===== config.mk =====
export PLATFORM = sky130hd
export DESIGN_NAME = nested_comment_layout_skipper
export DESIGN_NICKNAME = d
export VERILOG_FILES = /design/src/rtl/core/ncls_pkg.sv /design/src/rtl/core/ncls_in_reg.sv /design/src/rtl/core/ncls_scan.sv /design/src/rtl/core/ncls_out_reg.sv /design/src/rtl/core/nested_comment_layout_skipper.sv
export VERILOG_INCLUDE_DIRS = /design/src /design/src/rtl/core
export SDC_FILE = /design/constraint.sdc
export NUM_CORES = 1
export LEC_CHECK = 0
export BUFFER_PORTS_ARGS = -buffer_cell sky130_fd_sc_hd__buf_4
export CORE_MARGIN = 3
export CORE_UTILIZATION = 60
export DETAILED_ROUTE_END_ITERATION = 12
export GPL_TIMING_DRIVEN = 0
export PLACE_DENSITY = 0.93
export SETUP_SLACK_MARGIN = 0.5
export SLEW_MARGIN = 15
export SYNTH_ARGS = -nofsm -noshare
export SYNTH_HDL_FRONTEND = slang
export SYNTH_SLANG_ARGS = --single-unit

===== constraint.sdc =====
create_clock -name clk -period 7.4 [get_ports clk]
set_clock_uncertainty 0.05 [all_clocks]
set_input_delay 0.37 -clock clk [delete_from_list [all_inputs] [get_ports clk]]
set_output_delay 0.37 -clock clk [all_outputs]
set_load 0.1 [all_outputs]

===== src/rtl/core/nested_comment_layout_skipper_macros.svh =====
// ----------------------------------------------------------------------------
// Assertion macros for the layout skipper
// Shared helpers for concurrent checks clocked on clk, disabled in reset.
// ----------------------------------------------------------------------------
`ifndef NESTED_COMMENT_LAYOUT_SKIPPER_MACROS_SVH
`define NESTED_COMMENT_LAYOUT_SKIPPER_MACROS_SVH

// Check that a condition implies another in the same cycle
`define NCLS_ASSERT_SAME(label, ante, cons, msg) \
    label: assert property (@(posedge clk) disable iff (!rst_n) (ante) |-> (cons)) \
        else $error(msg);

// Check that a condition implies another in the following cycle
`define NCLS_ASSERT_NEXT(label, ante, cons, msg) \
    label: assert property (@(posedge clk) disable iff (!rst_n) (ante) |=> (cons)) \
        else $error(msg);

`endif


===== src/rtl/core/ncls_pkg.sv =====
// ----------------------------------------------------------------------------
// ncls_pkg
// Types and constants shared by the layout skipper modules.
// ----------------------------------------------------------------------------
package ncls_pkg;

    // Stream widths
    localparam int IN_DATA_W  = 40;
    localparam int IN_USER_W  = 2;
    localparam int OUT_DATA_W = 64;
    localparam int OUT_USER_W = 1;

    // Block comment nesting limit
    localparam int MAX_NEST = 255;
    localparam int NEST_W   = $clog2(MAX_NEST + 1);

    // Character codes
    localparam logic [7:0] CH_NUL   = 8'd0;
    localparam logic [7:0] CH_TAB   = 8'd9;
    localparam logic [7:0] CH_NL    = 8'd10;
    localparam logic [7:0] CH_VT    = 8'd11;
    localparam logic [7:0] CH_FF    = 8'd12;
    localparam logic [7:0] CH_CR    = 8'd13;
    localparam logic [7:0] CH_SPACE = 8'd32;
    localparam logic [7:0] CH_STAR  = 8'd42;
    localparam logic [7:0] CH_SLASH = 8'd47;

    // Scanner modes
    typedef enum logic [2:0] {
        MODE_IDLE   = 3'd0,
        MODE_LAYOUT = 3'd1,
        MODE_SLASH  = 3'd2,
        MODE_LINE   = 3'd3,
        MODE_BLOCK  = 3'd4,
        MODE_BSTAR  = 3'd5,
        MODE_BSLASH = 3'd6
    } mode_t;

    // One input item
    typedef struct packed {
        logic        start_req;
        logic        base_known;
        logic [31:0] line_in;
        logic [7:0]  ch;
    } in_item_t;

    // One result item
    typedef struct packed {
        logic [15:0] token_offset;
        logic [31:0] line_out;
        logic [15:0] column;
        logic        column_valid;
    } res_t;

endpackage


===== src/rtl/core/ncls_in_reg.sv =====
// ----------------------------------------------------------------------------
// ncls_in_reg
// Input register: captures one item from the slave stream and holds it
// until the scanner consumes it.
// ----------------------------------------------------------------------------
module ncls_in_reg (
    input  logic                           clk,
    input  logic                           rst_n,
    input  logic                           s_tvalid,
    output logic                           s_tready,
    input  logic [ncls_pkg::IN_DATA_W-1:0] s_tdata,  // line_in, ch
    input  logic [ncls_pkg::IN_USER_W-1:0] s_tuser,  // start_req, base_known
    input  logic                           take,
    output logic                           in_valid,
    output ncls_pkg::in_item_t             in_item
);
    import ncls_pkg::*;

    logic     valid_reg;
    logic     valid_next;
    in_item_t item_reg;
    logic     load;

    // Accept when empty or when the held item leaves this cycle
    assign s_tready = !valid_reg || take;
    assign load     = s_tvalid && s_tready;

    always_comb
    begin
        valid_next = valid_reg;
        if (load)
        begin
            valid_next = 1'b1;
        end
        else if (take)
        begin
            valid_next = 1'b0;
        end
    end

    // Hold the valid flag
    always_ff @(posedge clk or negedge rst_n)
    begin
        if (!rst_n)
        begin
            valid_reg <= 1'b0;
        end
        else
        begin
            valid_reg <= valid_next;
        end
    end

    // Capture the payload
    always_ff @(posedge clk)
    begin
        if (load)
        begin
            item_reg.start_req  <= s_tuser[0];
            item_reg.base_known <= s_tuser[1];
            item_reg.line_in    <= s_tdata[31:0];
            item_reg.ch         <= s_tdata[39:32];
        end
    end

    assign in_valid = valid_reg;
    assign in_item  = item_reg;

endmodule


===== src/rtl/core/ncls_scan.sv =====
// ----------------------------------------------------------------------------
// ncls_scan
// Scanner: one step per item of the layout and comment state machine,
// with saturating offset, column and nesting counters.
// ----------------------------------------------------------------------------
module ncls_scan (
    input  logic               clk,
    input  logic               rst_n,
    input  logic               in_valid,
    input  ncls_pkg::in_item_t in_item,
    input  logic               out_free,
    output logic               fire,
    output logic               res_valid,
    output ncls_pkg::res_t     res
);
    import ncls_pkg::*;

    mode_t              mode_reg,  mode_next,  mode_e;
    logic [NEST_W-1:0]  depth_reg, depth_next, depth_e;
    logic [15:0]        skip_reg,  skip_next,  skip_e;
    logic [31:0]        line_reg,  line_next,  line_e;
    logic [15:0]        col_reg,   col_next,   col_e;
    logic               known_reg, known_next, known_e;
    logic               done;
    logic [7:0]         c;

    // Saturating add of a small step to a 16-bit count
    function automatic logic [15:0] sat_add(input logic [15:0] v, input logic [1:0] inc);
        logic [16:0] s;
        s = {1'b0, v} + {15'b0, inc};
        return s[16] ? 16'hFFFF : s[15:0];
    endfunction

    function automatic logic is_blank(input logic [7:0] b);
        return (b == CH_TAB) || (b == CH_VT) || (b == CH_FF) ||
               (b == CH_CR) || (b == CH_SPACE);
    endfunction

    assign c = in_item.ch;

    // Apply a new request on top of the held state
    always_comb
    begin
        mode_e  = mode_reg;
        depth_e = depth_reg;
        skip_e  = skip_reg;
        line_e  = line_reg;
        col_e   = col_reg;
        known_e = known_reg;
        if (in_item.start_req)
        begin
            mode_e  = MODE_LAYOUT;
            depth_e = '0;
            skip_e  = '0;
            line_e  = in_item.line_in;
            col_e   = '0;
            known_e = in_item.base_known;
        end
    end

    // Next state for one byte
    always_comb
    begin
        mode_next  = mode_e;
        depth_next = depth_e;
        skip_next  = skip_e;
        line_next  = line_e;
        col_next   = col_e;
        known_next = known_e;
        done       = 1'b0;
        case (mode_e)
            MODE_LAYOUT:
            begin
                if (c == CH_NUL)
                begin
                    done = 1'b1;
                end
                else if (is_blank(c))
                begin
                    skip_next = sat_add(skip_e, 2'd1);
                    col_next  = sat_add(col_e, 2'd1);
                end
                else if (c == CH_NL)
                begin
                    skip_next  = sat_add(skip_e, 2'd1);
                    line_next  = line_e + 32'd1;
                    col_next   = '0;
                    known_next = 1'b1;
                end
                else if (c == CH_SLASH)
                begin
                    mode_next = MODE_SLASH;
                end
                else
                begin
                    done = 1'b1;
                end
            end
            MODE_SLASH:
            begin
                // Consume the slash and its partner as a pair
                if (c == CH_SLASH)
                begin
                    skip_next = sat_add(skip_e, 2'd2);
                    col_next  = sat_add(col_e, 2'd2);
                    mode_next = MODE_LINE;
                end
                else if (c == CH_STAR)
                begin
                    skip_next  = sat_add(skip_e, 2'd2);
                    col_next   = sat_add(col_e, 2'd2);
                    depth_next = NEST_W'(1);
                    mode_next  = MODE_BLOCK;
                end
                else
                begin
                    done = 1'b1;
                end
            end
            MODE_LINE:
            begin
                if (c == CH_NUL)
                begin
                    done = 1'b1;
                end
                else if (c == CH_NL)
                begin
                    skip_next  = sat_add(skip_e, 2'd1);
                    line_next  = line_e + 32'd1;
                    col_next   = '0;
                    known_next = 1'b1;
                    mode_next  = MODE_LAYOUT;
                end
                else
                begin
                    skip_next = sat_add(skip_e, 2'd1);
                    col_next  = sat_add(col_e, 2'd1);
                end
            end
            MODE_BLOCK, MODE_BSTAR, MODE_BSLASH:
            begin
                if (c == CH_NUL)
                begin
                    done = 1'b1;
                end
                else if (c == CH_NL)
                begin
                    skip_next  = sat_add(skip_e, 2'd1);
                    line_next  = line_e + 32'd1;
                    col_next   = '0;
                    known_next = 1'b1;
                    mode_next  = MODE_BLOCK;
                end
                else
                begin
                    skip_next = sat_add(skip_e, 2'd1);
                    col_next  = sat_add(col_e, 2'd1);
                    if ((mode_e == MODE_BSTAR) && (c == CH_SLASH))
                    begin
                        // Close one level
                        if (depth_e != '0)
                        begin
                            depth_next = depth_e - NEST_W'(1);
                        end
                        mode_next = (depth_next == '0) ? MODE_LAYOUT : MODE_BLOCK;
                    end
                    else if ((mode_e == MODE_BSLASH) && (c == CH_STAR))
                    begin
                        // Open one level, saturating at the limit
                        if (depth_e < NEST_W'(MAX_NEST))
                        begin
                            depth_next = depth_e + NEST_W'(1);
                        end
                        mode_next = MODE_BLOCK;
                    end
                    else if (c == CH_STAR)
                    begin
                        mode_next = MODE_BSTAR;
                    end
                    else if (c == CH_SLASH)
                    begin
                        mode_next = MODE_BSLASH;
                    end
                    else
                    begin
                        mode_next = MODE_BLOCK;
                    end
                end
            end
            default:
            begin
                // Idle bytes are dropped
                mode_next = MODE_IDLE;
            end
        endcase
        if (done)
        begin
            mode_next = MODE_IDLE;
        end
    end

    // Step outputs: advance unless a result has nowhere to go
    always_comb
    begin
        fire             = in_valid && (!done || out_free);
        res_valid        = fire && done;
        res.token_offset = skip_e;
        res.line_out     = line_e;
        res.column       = known_e ? col_e : 16'd0;
        res.column_valid = known_e;
    end

    // Scanner state
    always_ff @(posedge clk or negedge rst_n)
    begin
        if (!rst_n)
        begin
            mode_reg  <= MODE_IDLE;
            depth_reg <= '0;
            skip_reg  <= '0;
            line_reg  <= '0;
            col_reg   <= '0;
            known_reg <= 1'b0;
        end
        else if (fire)
        begin
            mode_reg  <= mode_next;
            depth_reg <= depth_next;
            skip_reg  <= skip_next;
            line_reg  <= line_next;
            col_reg   <= col_next;
            known_reg <= known_next;
        end
    end

endmodule


===== src/rtl/core/ncls_out_reg.sv =====
// ----------------------------------------------------------------------------
// ncls_out_reg
// Result register: holds one result item on the master stream until the
// receiver takes it.
// ----------------------------------------------------------------------------
module ncls_out_reg (
    input  logic                            clk,
    input  logic                            rst_n,
    input  logic                            res_valid,
    input  ncls_pkg::res_t                  res,
    output logic                            out_free,
    output logic                            m_tvalid,
    input  logic                            m_tready,
    output logic [ncls_pkg::OUT_DATA_W-1:0] m_tdata,  // token_offset, line_out, column
    output logic [ncls_pkg::OUT_USER_W-1:0] m_tuser   // column_valid
);
    import ncls_pkg::*;

    logic valid_reg;
    logic valid_next;
    res_t res_reg;

    // Room for a new result when empty or being drained
    assign out_free = !valid_reg || m_tready;

    always_comb
    begin
        valid_next = valid_reg;
        if (res_valid)
        begin
            valid_next = 1'b1;
        end
        else if (m_tready)
        begin
            valid_next = 1'b0;
        end
    end

    // Hold the valid flag
    always_ff @(posedge clk or negedge rst_n)
    begin
        if (!rst_n)
        begin
            valid_reg <= 1'b0;
        end
        else
        begin
            valid_reg <= valid_next;
        end
    end

    // Capture the result
    always_ff @(posedge clk)
    begin
        if (res_valid)
        begin
            res_reg <= res;
        end
    end

    assign m_tvalid = valid_reg;
    assign m_tdata  = {res_reg.column, res_reg.line_out, res_reg.token_offset};
    assign m_tuser  = res_reg.column_valid;

endmodule


===== src/rtl/core/nested_comment_layout_skipper.sv =====
// ----------------------------------------------------------------------------
// nested_comment_layout_skipper
// Skips layout, line comments and nested block comments ahead of a lexer.
// ----------------------------------------------------------------------------
// Usage:
//   Text bytes enter on the s_ stream, one per item. An item with start_req
//   set opens a new skip request and loads line_in and base_known; a request
//   in progress is dropped without a result. Bytes outside a request are
//   ignored.
//   When the first token byte, a lone slash or a zero byte is reached, one
//   result (offset, line, column, column-valid) leaves on the m_ stream.
//   Path: the item that ends the skip passes the input register, the scanner
//   step and then the result register before its result shows on m_tvalid.
//   Throughput: one item per cycle except in the stall below; a single step of
//   logic updates the scanner state between the input and result registers.
//   Stall: while a result waits on m_tready, items that produce no result
//   keep flowing; an item that would produce a second result holds in the
//   input register, and s_tready drops only then.
//   Reset: both registers empty, scanner idle with all counters zero.
// ----------------------------------------------------------------------------
`include "nested_comment_layout_skipper_macros.svh"

module nested_comment_layout_skipper (
    input  logic                            clk,
    input  logic                            rst_n,
    input  logic                            s_tvalid,
    output logic                            s_tready,
    input  logic [ncls_pkg::IN_DATA_W-1:0]  s_tdata,  // line_in[31:0], ch[39:32]
    input  logic [ncls_pkg::IN_USER_W-1:0]  s_tuser,  // start_req[0], base_known[1]
    output logic                            m_tvalid,
    input  logic                            m_tready,
    output logic [ncls_pkg::OUT_DATA_W-1:0] m_tdata,  // token_offset[15:0],
                                                      // line_out[47:16], column[63:48]
    output logic [ncls_pkg::OUT_USER_W-1:0] m_tuser   // column_valid[0]
);
    import ncls_pkg::*;

    logic     in_valid;
    in_item_t in_item;
    logic     fire;
    logic     out_free;
    logic     res_valid;
    res_t     res;

    // Input register
    ncls_in_reg u_in_reg (
        .clk      (clk),
        .rst_n    (rst_n),
        .s_tvalid (s_tvalid),
        .s_tready (s_tready),
        .s_tdata  (s_tdata),
        .s_tuser  (s_tuser),
        .take     (fire),
        .in_valid (in_valid),
        .in_item  (in_item)
    );

    // Scanner step
    ncls_scan u_scan (
        .clk       (clk),
        .rst_n     (rst_n),
        .in_valid  (in_valid),
        .in_item   (in_item),
        .out_free  (out_free),
        .fire      (fire),
        .res_valid (res_valid),
        .res       (res)
    );

    // Result register
    ncls_out_reg u_out_reg (
        .clk       (clk),
        .rst_n     (rst_n),
        .res_valid (res_valid),
        .res       (res),
        .out_free  (out_free),
        .m_tvalid  (m_tvalid),
        .m_tready  (m_tready),
        .m_tdata   (m_tdata),
        .m_tuser   (m_tuser)
    );

    // A result is only produced when the result register has room
    `NCLS_ASSERT_SAME(a_res_has_room, res_valid, out_free, "result produced while output full")
    // A held item that cannot advance must block the input
    `NCLS_ASSERT_SAME(a_block_on_hold, in_valid && !fire, !s_tready, "input taken while item held")
    // An accepted item lands in the input register
    `NCLS_ASSERT_NEXT(a_item_lands, s_tvalid && s_tready, in_valid, "accepted item lost")
    // Unknown column is reported as zero
    `NCLS_ASSERT_SAME(a_col_zero, m_tvalid && !m_tuser[0], m_tdata[63:48] == 16'd0,
        "column nonzero while not valid")

endmodule


-- Word-level counts from Yosys, hierarchy flattened
Index checks and enable logic that the tools add are counted.
- word-level logic and storage cells: 137
- bits in registers: 185
- input bits: 46
- eq/ne operators: 14
- order comparisons: 1
- multiplexer cells: 77
- add/subtract/negate cells: 7
- reduce and logical (&&, ||, !) cells: 22
- operators by type and width (operator ; number):
    $mux 16 ; 19
    $mux 32 ; 5
    $mux 8 ; 13
    $pmux 16 s3 ; 2
    $pmux 32 s2 ; 1
    $mux 3 ; 16
    $eq 8x4->1 const B ; 5
    $add 16x1->17 const B ; 2
    $add 16x2->17 const B ; 2
    $add 32x1->32 const B ; 1
    $eq 8x6->1 const B ; 3
    $logic_not 8->1 ; 2
    $mux 1 ; 16
    $pmux 8 s2 ; 1
    $pmux 3 s4 ; 1
    $eq 3x3->1 const B ; 3
    $add 8x1->8 const B ; 1
    $lt 8x8->1 const B ; 1
    $reduce_bool 8->1 ; 1
    $sub 8x1->8 const B ; 1
    $logic_or 1x1->1 ; 7
    $eq 3x2->1 const B ; 2
    $logic_and 1x1->1 ; 5
    $reduce_bool 2->1 ; 2
    7 further kinds ; 9

-- Longest topological paths before layout
- depth after elaboration: 14
- gate-level depth with buffers: 16

-- Cells and area by module
From an unflattened synthesis, not the netlist that was laid out.
- cells, all modules: 1119
- area, all modules: 11034.3 um2
- by module, submodules not included (module ; cells each ; sequential area each (um2) ; times used ; area each (um2)):
    ncls_scan ; 1005 ; 1901.8 ; 1 ; 7719.9
    ncls_out_reg ; 68 ; 1976.9 ; 1 ; 1999.4
    ncls_in_reg ; 46 ; 1286.2 ; 1 ; 1315.0

-- Least setup slack after synthesis
No wires, ideal clock.
- path kind: reg-to-reg
- start: register u_in_reg.item_reg, in the netlist u_in_reg.in_item[1]
- end: register u_out_reg.res_reg, in the netlist u_out_reg.m_tdata[0] (enable)
- data arrival time: 4.652 ns
- slack: 2.210 ns
- setup time: 0.488 ns
- clock period less this slack: 5.190 ns
- cell stages (with the launch flop): 9
- required time: 6.862 ns
- cells stage by stage: edfxtp_1 buf_6 or4b_1 a21o_1 a21oi_2 o31a_1 or2_1 nand2_1 nor2_1
- word-level cells in the longest chain between the ends: 12
- RTL lines (element ; RTL line ; text):
    from (decl) ; ncls_in_reg.sv:21 ; in_item_t item_reg;
    $eq 8x4->1 ; ncls_scan.sv:35 ; return (b == CH_TAB) || (b == CH_VT) || (b == CH_FF) ||
    $logic_or 1x1->1 (3 in a row) ; ncls_scan.sv:35 ;
    $logic_or 1x1->1 ; ncls_scan.sv:36 ; (b == CH_CR) || (b == CH_SPACE);
    $mux 1 ; ncls_scan.sv:78 ; else if (is_blank(c))
    $mux 1 ; ncls_scan.sv:74 ; if (c == CH_NUL)
    $pmux 1 s3 (*) ; ncls_scan.sv:71 ; case (mode_e)
    $logic_not 1->1 ; ncls_scan.sv:205 ; fire = in_valid && (!done || out_free);
    $logic_or 1x1->1 ; ncls_scan.sv:205 ;
    $logic_and 1x1->1 ; ncls_scan.sv:205 ;
    $logic_and 1x1->1 (*) ; ncls_scan.sv:206 ; res_valid = fire && done;
    named net res_valid ; nested_comment_layout_skipper.sv:42 ; logic res_valid;
    to (signal assigned) ; ncls_out_reg.sv:57 ; res_reg <= res;
    to (decl) ; ncls_out_reg.sv:21 ; res_t res_reg;
Mark *: on every way through the listed nets, which the timed path passes. The rest lies on a longest branch.
A chain may end at the register's enable or synchronous reset.

==> results.json <==
{
  "syn_inst": 1096,
  "n_fill_cell": 1281,
  "dieArea_sq_mm": 0.0196,
  "syn_area_per_cell_sq_um": 9.84,
  "drive_gt1_frac": 0.202,
  "cts_tree": "yes",
  "grt_max_degree": 79,
  "vias": 10100,
  "cp-start-kind": "flop",
  "layout_commonest_cell": "buf_4",
  "crit_required_ps": 7680,
  "cts_buffers": 17,
  "maxCapViolCount": 0,
  "wl_mm": 36.2,
  "overflow": 0,
  "yosysUniqueCellTypes": 95,
  "yosysWarnings": 0,
  "max_freq_mhz": 181,
  "die_w_um": 140,
  "layout-area-overhead-vs-synth_pct": 16.9,
  "fin_crit_sh": 0.745,
  "clk_latency_ps": 450,
  "cp_max_fo": 10,
  "antenna_found_initial": 0,
  "crit_slowest_cell": "buf_1",
  "grt_usage": 0.363,
  "wl_per_cell_um": 24.7,
  "largest_reg_flops": 64,
  "status": "complete, no violations",
  "cp.buffers_inverters": 8,
  "crit_path_end_kind": "flop",
  "slew_headroom": 0.180,
  "crit_top_cell": "buf_2",
  "grt_pass1_vias": 9926,
  "synthesis.nets": 1150,
  "dpl_worst_slack_ps": 2160,
  "finalMaxSlewViolations": 0,
  "p_per_area_mw_per_mm2": 226,
  "seq_area_frac_synth": 0.479,
  "worst_pin_slew_ps": 1210,
  "drt_first_pass_iters": 7,
  "rsz0062_at_grt": "no",
  "final_util": 0.721,
  "async_flop_share": 0.422,
  "crit_type": "flop to flop",
  "place_congestion": 1.04,
  "drtAntennaViolNets": 0,
  "power.leakage_uw": 0.00481,
  "vdd_drop_max_mv": 0.171,
  "synth_edf_count": 107,
  "hpwl_mm": 25.7,
  "hold_viol": 0,
  "fin_setup_tns_ps": 0,
  "finalSetupViolCount": 0,
  "cts_root_buf": "clkbuf_16",
  "synth_seq_cells": 185,
  "synth-main-ff-cell": "edfxtp_1",
  "start_util": 0.617,
  "core_area_sq_mm": 0.0175,
  "synth_area_sq_mm": 0.0108,
  "fin_ws_ps": 1880,
  "die_h_um": 140,
  "slowest_delay_ps": 590,
  "htreeDepth": 4,
  "fin_nets": 1285,
  "grt_pass1_wl_mm": 55.4,
  "whs_ps": 41.6,
  "crit_family": "buffers and inverters",
  "antenna_cells": 0,
  "period_needed_ps": 5520,
  "rows": 48,
  "cts_sinks": 185,
  "arrival_ps": 5790,
  "clock_path_buffers": 2,
  "final_cell_mix": "buf_4, nand2_1, edfxtp_1, o21ai_0, dfrtp_1",
  "hold_class": "input port to flop",
  "io_pins": 113,
  "port-buffer-count": 112,
  "drc_errors": 0,
  "drt_iter0_drc": 1325,
  "path_cells": "buf_4 > buf_4 > buf_4 > buf_2 > buf_2 > buf_2 > buf_1 > nor2b_1 > ha_1 > nand3_1 > a2111oi_0 > or2_1 > buf_2 > nand2_2 > o21ai_1 > or3_1",
  "path_clk_slew_ps": 80,
  "vias_per_cell": 6.86
}
## synth_stat cells, types with 4 or more instances
cell / n / area (sq um)
clkbuf_1: 27 / 101
and3_1: 13 / 81.3
o21ai_1: 15 / 75.1
a21o_1: 12 / 90.1
o22ai_1: 7 / 43.8
or2_2: 11 / 68.8
xor2_1: 11 / 96.3
and2_1: 18 / 113
nand3b_1: 10 / 75.1
nor3_1: 25 / 125
o21ai_0: 97 / 485
ha_1: 8 / 100
dfrtp_1: 78 / 1950
o211ai_1: 9 / 67.6
a22o_1: 10 / 87.6
edfxtp_1: 107 / 3210
nand2_1: 116 / 435
mux2i_1: 13 / 130
a22oi_1: 7 / 52.6
nand4b_1: 8 / 70.1
a21oi_1: 44 / 220
a32o_1: 6 / 60.1
o21a_1: 7 / 52.6
nor2b_1: 26 / 163
o31ai_1: 11 / 82.6
buf_6: 6 / 67.6
inv_1: 31 / 116
nand2b_1: 13 / 81.3
buf_4: 7 / 52.6
xnor2_1: 27 / 236
nor3_2: 4 / 40.0
or2_1: 5 / 31.3
nand4_1: 25 / 156
a31oi_1: 15 / 93.8
a211oi_1: 4 / 30.0
nor2_1: 70 / 263
nand3_1: 45 / 225
mux2_2: 22 / 248
nor4_1: 6 / 37.5
buf_2: 20 / 100
or3_1: 11 / 68.8
## metal layers
layer / vias up / wire length [um] / track usage
li1: 4367 / - / -
met1: 4810 / 13400 / 0.459
met2: 733 / 17200 / 0.587
met3: 168 / 3520 / 0.0714
met4: 0 / 2120 / 0.207
met5: - / 0 / 0
## timing repair
item                      CTS  global route
resized for setup           0             0
buffers inserted            0             0
hold buffers                0             1
hold endpoints to repair    0             4
## final cells by class
type                       instances  area (sq um)  share of cell area
clock buffer                      17           425              0.0337
timing repair buffer             116           915              0.0725
tap                              225           282              0.0223
sequential                       185          5160               0.410
inverter                          31           116             0.00923
buffer                            63           333              0.0264
multi-input combinational        817          5190               0.412
clock inverter                    15           181              0.0144
## per-stage QoR
step | area (sq um) | std cells | power (uW)
after floorplan | 10800 | 1096 | 1720
after global placement | 11900 | 1433 | 1900
after detailed placement | 12000 | 1436 | 1920
after CTS | 12600 | 1468 | 2840
after global routing | 12600 | 1469 | 2940
final | 12600 | 1469 | 2850
## logic make-up (layout without fill, tap and decap cells)
logic type	Yosys count	count (layout)	synth area share
simple gates	439	439	0.221
mux	35	35	0.0350
buf+inv	94	242	0.0416
flops	185	185	0.479
fa+ha+maj	8	8	0.00928
compound gates	297	297	0.184
xor+xnor	38	38	0.0308
## report_power, final
| group | switching (uW) | internal (uW) | total [uW] |
|---|---|---|---|
| clock network | 469 | 458 | 927 |
| logic | 479 | 176 | 654 |
| registers | 69.1 | 1200 | 1270 |
## path summary, 6_finish.rpt
kind,endpoint,slack (ps),start,cells after the start
max,u_scan.skip_reg[10]$_DFFE_PN0P_,1880,u_in_reg.in_item[41]$_DFFE_PP_,16
min,u_in_reg.in_item[25]$_DFFE_PP_,40,s_tdata[17],1
max reg2reg,u_scan.skip_reg[10]$_DFFE_PN0P_,1880,u_in_reg.in_item[41]$_DFFE_PP_,16
min reg2reg,u_scan.line_reg[31]$_DFFE_PN0P_,460,u_scan.line_reg[31]$_DFFE_PN0P_,2
max in group asynchronous,u_scan.line_reg[11]$_DFFE_PN0P_,6210,rst_n,2
min in group asynchronous,u_scan.col_reg[3]$_DFFE_PN0P_,520,rst_n,2
Note: power is estimated with default switching activity, not from simulation.
